$ cat src/sv/llg_ram.sv
`default_nettype none
module llg_ram #(
	parameter int WIDTH = 8,
	parameter int DEPTH = 16,
	localparam int AW = (DEPTH > 1) ? $clog2(DEPTH) : 1
) (
	input logic clk,
	input logic we,
	input logic [AW-1:0] waddr,
	input logic [WIDTH-1:0] wdata,
	input logic re,
	input logic [AW-1:0] raddr,
	output logic [WIDTH-1:0] rdata
);

	logic [WIDTH-1:0] mem [DEPTH];

	always_ff @(posedge clk) begin
		if (we) begin
			mem[waddr] <= wdata;
		end
		if (re) begin
			rdata <= mem[raddr];
		end
	end

endmodule
`default_nettype wire

$ cat config.mk
export PLATFORM = sky130hd
export DESIGN_NAME = llg_ram
export DESIGN_NICKNAME = d
export VERILOG_FILES = /design/src/sv/llg_ram.sv
export SDC_FILE = /design/constraint.sdc
export NUM_CORES = 1
export LEC_CHECK = 0
export ABC_AREA = 1
export BUFFER_PORTS_ARGS = -buffer_cell sky130_fd_sc_hd__buf_2
export CORE_MARGIN = 1.5
export CORE_UTILIZATION = 30
export CTS_CLUSTER_DIAMETER = 100
export DETAILED_ROUTE_END_ITERATION = 10
export PLACE_DENSITY_LB_ADDON = 0.3
export SYNTH_ARGS = -nofsm -noshare
export SYNTH_HDL_FRONTEND = slang
export SYNTH_SLANG_ARGS = --single-unit
export TNS_END_PERCENT = 30
$ cat constraint.sdc
create_clock -name clk -period 0.98 [get_ports clk]
set_input_delay 0.098 -clock clk [delete_from_list [all_inputs] [get_ports clk]]
set_output_delay 0.098 -clock clk [all_outputs]
set_load 0.03 [all_outputs]
; ---- After elaboration in Yosys (flattened, before gate mapping)
; Memory sizes are Yosys's and may differ from the RTL's. A register that Yosys moved wholly into a read port is not among the register bits.
; Index checks and enable logic that the tools add are counted.
[op_classes]
n_mux = 2
[ops]
columns = operator, count
row1 = 2-to-1 mux 1 bit, 2
[totals]
ff_bits = 0
ram_bits = 128
inputBits = 19
output_inout_bits = 8
wordCells = 3
n_memories = 1
[mem_list]
columns = name, words, width, rd, rd_clocked_by_memory_dff, write_ports, line_no
row1 = mem, 16, 8, 1, 1, 1, 16  ; logic [WIDTH-1:0] mem [DEPTH];

; ---- Longest topological paths before layout
[logic_depth]
ltp_word = 2
ltp_mapped = 8
mapped_depth_nobuf = 7

; ---- Worst setup path after synthesis
; No wires, ideal clock.
[synth_path]
kind = input to register
start = in waddr[3]
end = mem mem[4][0], enable pin
setup_time_ns = 0.370
arrival_time_ns = 0.679
t_required_ns = 0.610
setup_slack_ns = -0.069
path_stages = 2
n_path_buf = 0
cell_sequence = nand3b_1 > nor2_1
[synth_rtl]
columns = item, line_no
row1 = start: declaration, 9  ; input logic [AW-1:0] waddr,
row2 = end: declaration, 16
; Straight into the memory's write port.

; ---- Worst setup path after layout
[layout_path]
start = reg rdata[0], read port of mem
end = out rdata[0]
[layout_rtl]
columns = item, line_no
row1 = start: declaration, 13  ; output logic [WIDTH-1:0] rdata
; No word-level cell between the ends.

==> out/results.txt <==
PwrDens = 1980 nW/um2
R2R depth = 6
Die Ht = 143 um
H-tree Lvls = 4
Final worst slack = -0.129 ns
CTS buffer count = 17
Postcts setup bufs = 0
Total negative setup slack = -1.42 ns
Die area = 20300 um2
IO buf count = 26
Status = finished with violations
LEAKAGE = 3.16 nW
CP delay by family, top = flip-flops
Final hold violation count = 0
IO Pins = 27
Register area share after synthesis = 0.698
Total power = 0.0148 W
DRC Markers = 0
Diodes inserted = 0
Fmax = 0.902 GHz
Yosys cell types = 11
Share of layout cells above drive strength 1 = 0.237
Slew headroom = 0.739
Crit path time final = 1.11 ns
First-pass GRT wire length = 21.8 mm
Synthesis Warnings = 0
IR drop worst, VDD = 1.29 mV
Register clock-pin slew on the reported worst setup and hold paths = 0.06 ns
Post-CTS Hold Fix Bufs = 0
Number of global-route vias before repair = 3862
Dpl ws = -0.349 ns
Initial Utilization = 0.309
Global-route usage over all layers = 0.148
Row count = 50
GRT overflow = 0
Initial DRC count = 369
Failing checks = negative setup slack
Hold Crit Class = in -> reg
Final ANT Viol Nets = 0
WP data required = 0.88 ns
Fillers = 1866
Fin util = 0.394
Detailed-route via count = 3944
Mapped Nets = 570
Critical Path Start = rdata[0]
Crit-path slowest cell = edfxtp_1
Area grow syn2layout = 27.4%
Synth area leaders = edfxtp_1 (70%), nand2_1 (11%), nand3_1 (8.3%)
Final Net Count = 625
Placeable Area = 18900 um2
RSZ-0062 raised after global routing = yes
Synth Cell Area = 5850 um2
Vias per inst = 4.49
WP data arrival = 1.01 ns
Width of the die = 143 um
Slew @ Worst Pin = 0.392 ns
CP endpoint kind = output pin
Post-synth top area cell = edfxtp_1
Slowest stage delay, CP = 0.42 ns
Crit path capture = rdata[0]
Levels on crit path = 1
Critical R2R Launch = mem[5][3]
Final clock skew = 0.00393 ns
Post-Syn Instances = 551
Pre-antenna DRT Iters = 4
Worst flop-to-flop path endpoint = rdata[3]
Worst-case clock buffer depth = 2
Final GP Congestion = 0.831
Clk sink count = 136
Maxcap violations = 0
Clk Latency, worst-skew pair = 0.42 ns
Cells along the critical path = buf_6
R2R Setup Slk = -0.09 ns
Kind of critical path = reg -> out
Wirelength per Cell = 15.9 um
Final setup violating endpoints = 16
CTS tree = done
Critical path buffers and inverters = 1
Max-slew violations = 0
Initial antenna violation count = 0
Root Driver = clkbuf_16
Final period util = 1.13
Share of the synthesized area in the top cell type = 0.698
Largest net degree at the start of global routing = 36
Crit-path max FO = 1
Flops & latches, synth = 136
Routed Wire Length = 13.9 mm
HPWL Detailed = 8.98 mm
Synth Area per Inst = 10.6 um2
Critical Path Start Type = flop
[layer usage]
| metal | track usage | vias up | wire length, um |
|---|---|---|---|
| met4 | 0.0651 | 0 | 294 |
| met3 | 0.0303 | 21 | 567 |
| met5 | 0 | - | 0 |
| met1 | 0.202 | 1940 | 6560 |
| met2 | 0.227 | 92 | 6510 |
| li1 | - | 1891 | - |
[cell usage in the layout (no fill, tap or decap), drive strengths merged]
master    instances
bufinv            6
nor2             17
clkinvlp          4
buf              60
clkbuf           17
nand2           173
clkinv            5
nand3b            2
nand3            97
inv             102
edfxtp          136
[report_power, final]
| part | internal (W) | switching [W] |
|---|---|---|
| registers | 0.00656 | 0.0000430 |
| clock network | 0.00472 | 0.00238 |
| logic | 0.000366 | 0.000690 |
[worst min path at each step]
stage	to	depth (start not counted)	startpoint
after global routing	rdata[5]	1	re
final	rdata[5]	1	re
after detailed placement	rdata[5]	1	re
after floorplan	mem[0][0]	0	wdata[0]
after CTS	rdata[5]	1	re
after global placement	rdata[5]	1	re
[synth_stat cells]
cell type,instances
buf_1,1
buf_2,13
buf_4,4
buf_6,6
edfxtp_1,136
inv_1,100
inv_2,2
nand2_1,173
nand3_1,97
nand3b_1,2
nor2_1,17
[kinds of logic (layout without fill, tap and decap cells)]
family | Yosys count | in the layout | synth area share
DFF | 136 | 136 | 0.698
and+or+nand+nor | 289 | 289 | 0.208
buffers and inverters | 126 | 194 | 0.0939
[metrics by stage]
step	instance area (um2)	hold slack, ns	cells
final	7450	0.0301	879
after global routing	7450	0.0392	879
after global placement	6490	0.466	847
after floorplan	5850	0.197	551
after detailed placement	6490	0.470	847
after CTS	7350	0.0290	879
[what timing repair did]
action | 4_1_cts | 5_1_grt
cloned | 0 | 0
pin swaps | 10 | 16
gates resized for setup | 48 | 25
setup endpoints to repair | 16 | 16
[state kept, by name, indices dropped and copies added, names as in the netlist]
signal  count
mem       128
rdata       8
[final cells by class]
cell class | count | area [um2] | share of cell area
sequential | 136 | 4080 | 0.548
multi-input combinational | 289 | 1470 | 0.197
timing repair buffer | 60 | 536 | 0.0719
clock buffer | 17 | 425 | 0.0571
inverter | 102 | 383 | 0.0514
tap | 260 | 325 | 0.0437
clock inverter | 15 | 231 | 0.0311
Note: power is estimated with default switching activity, not from simulation.
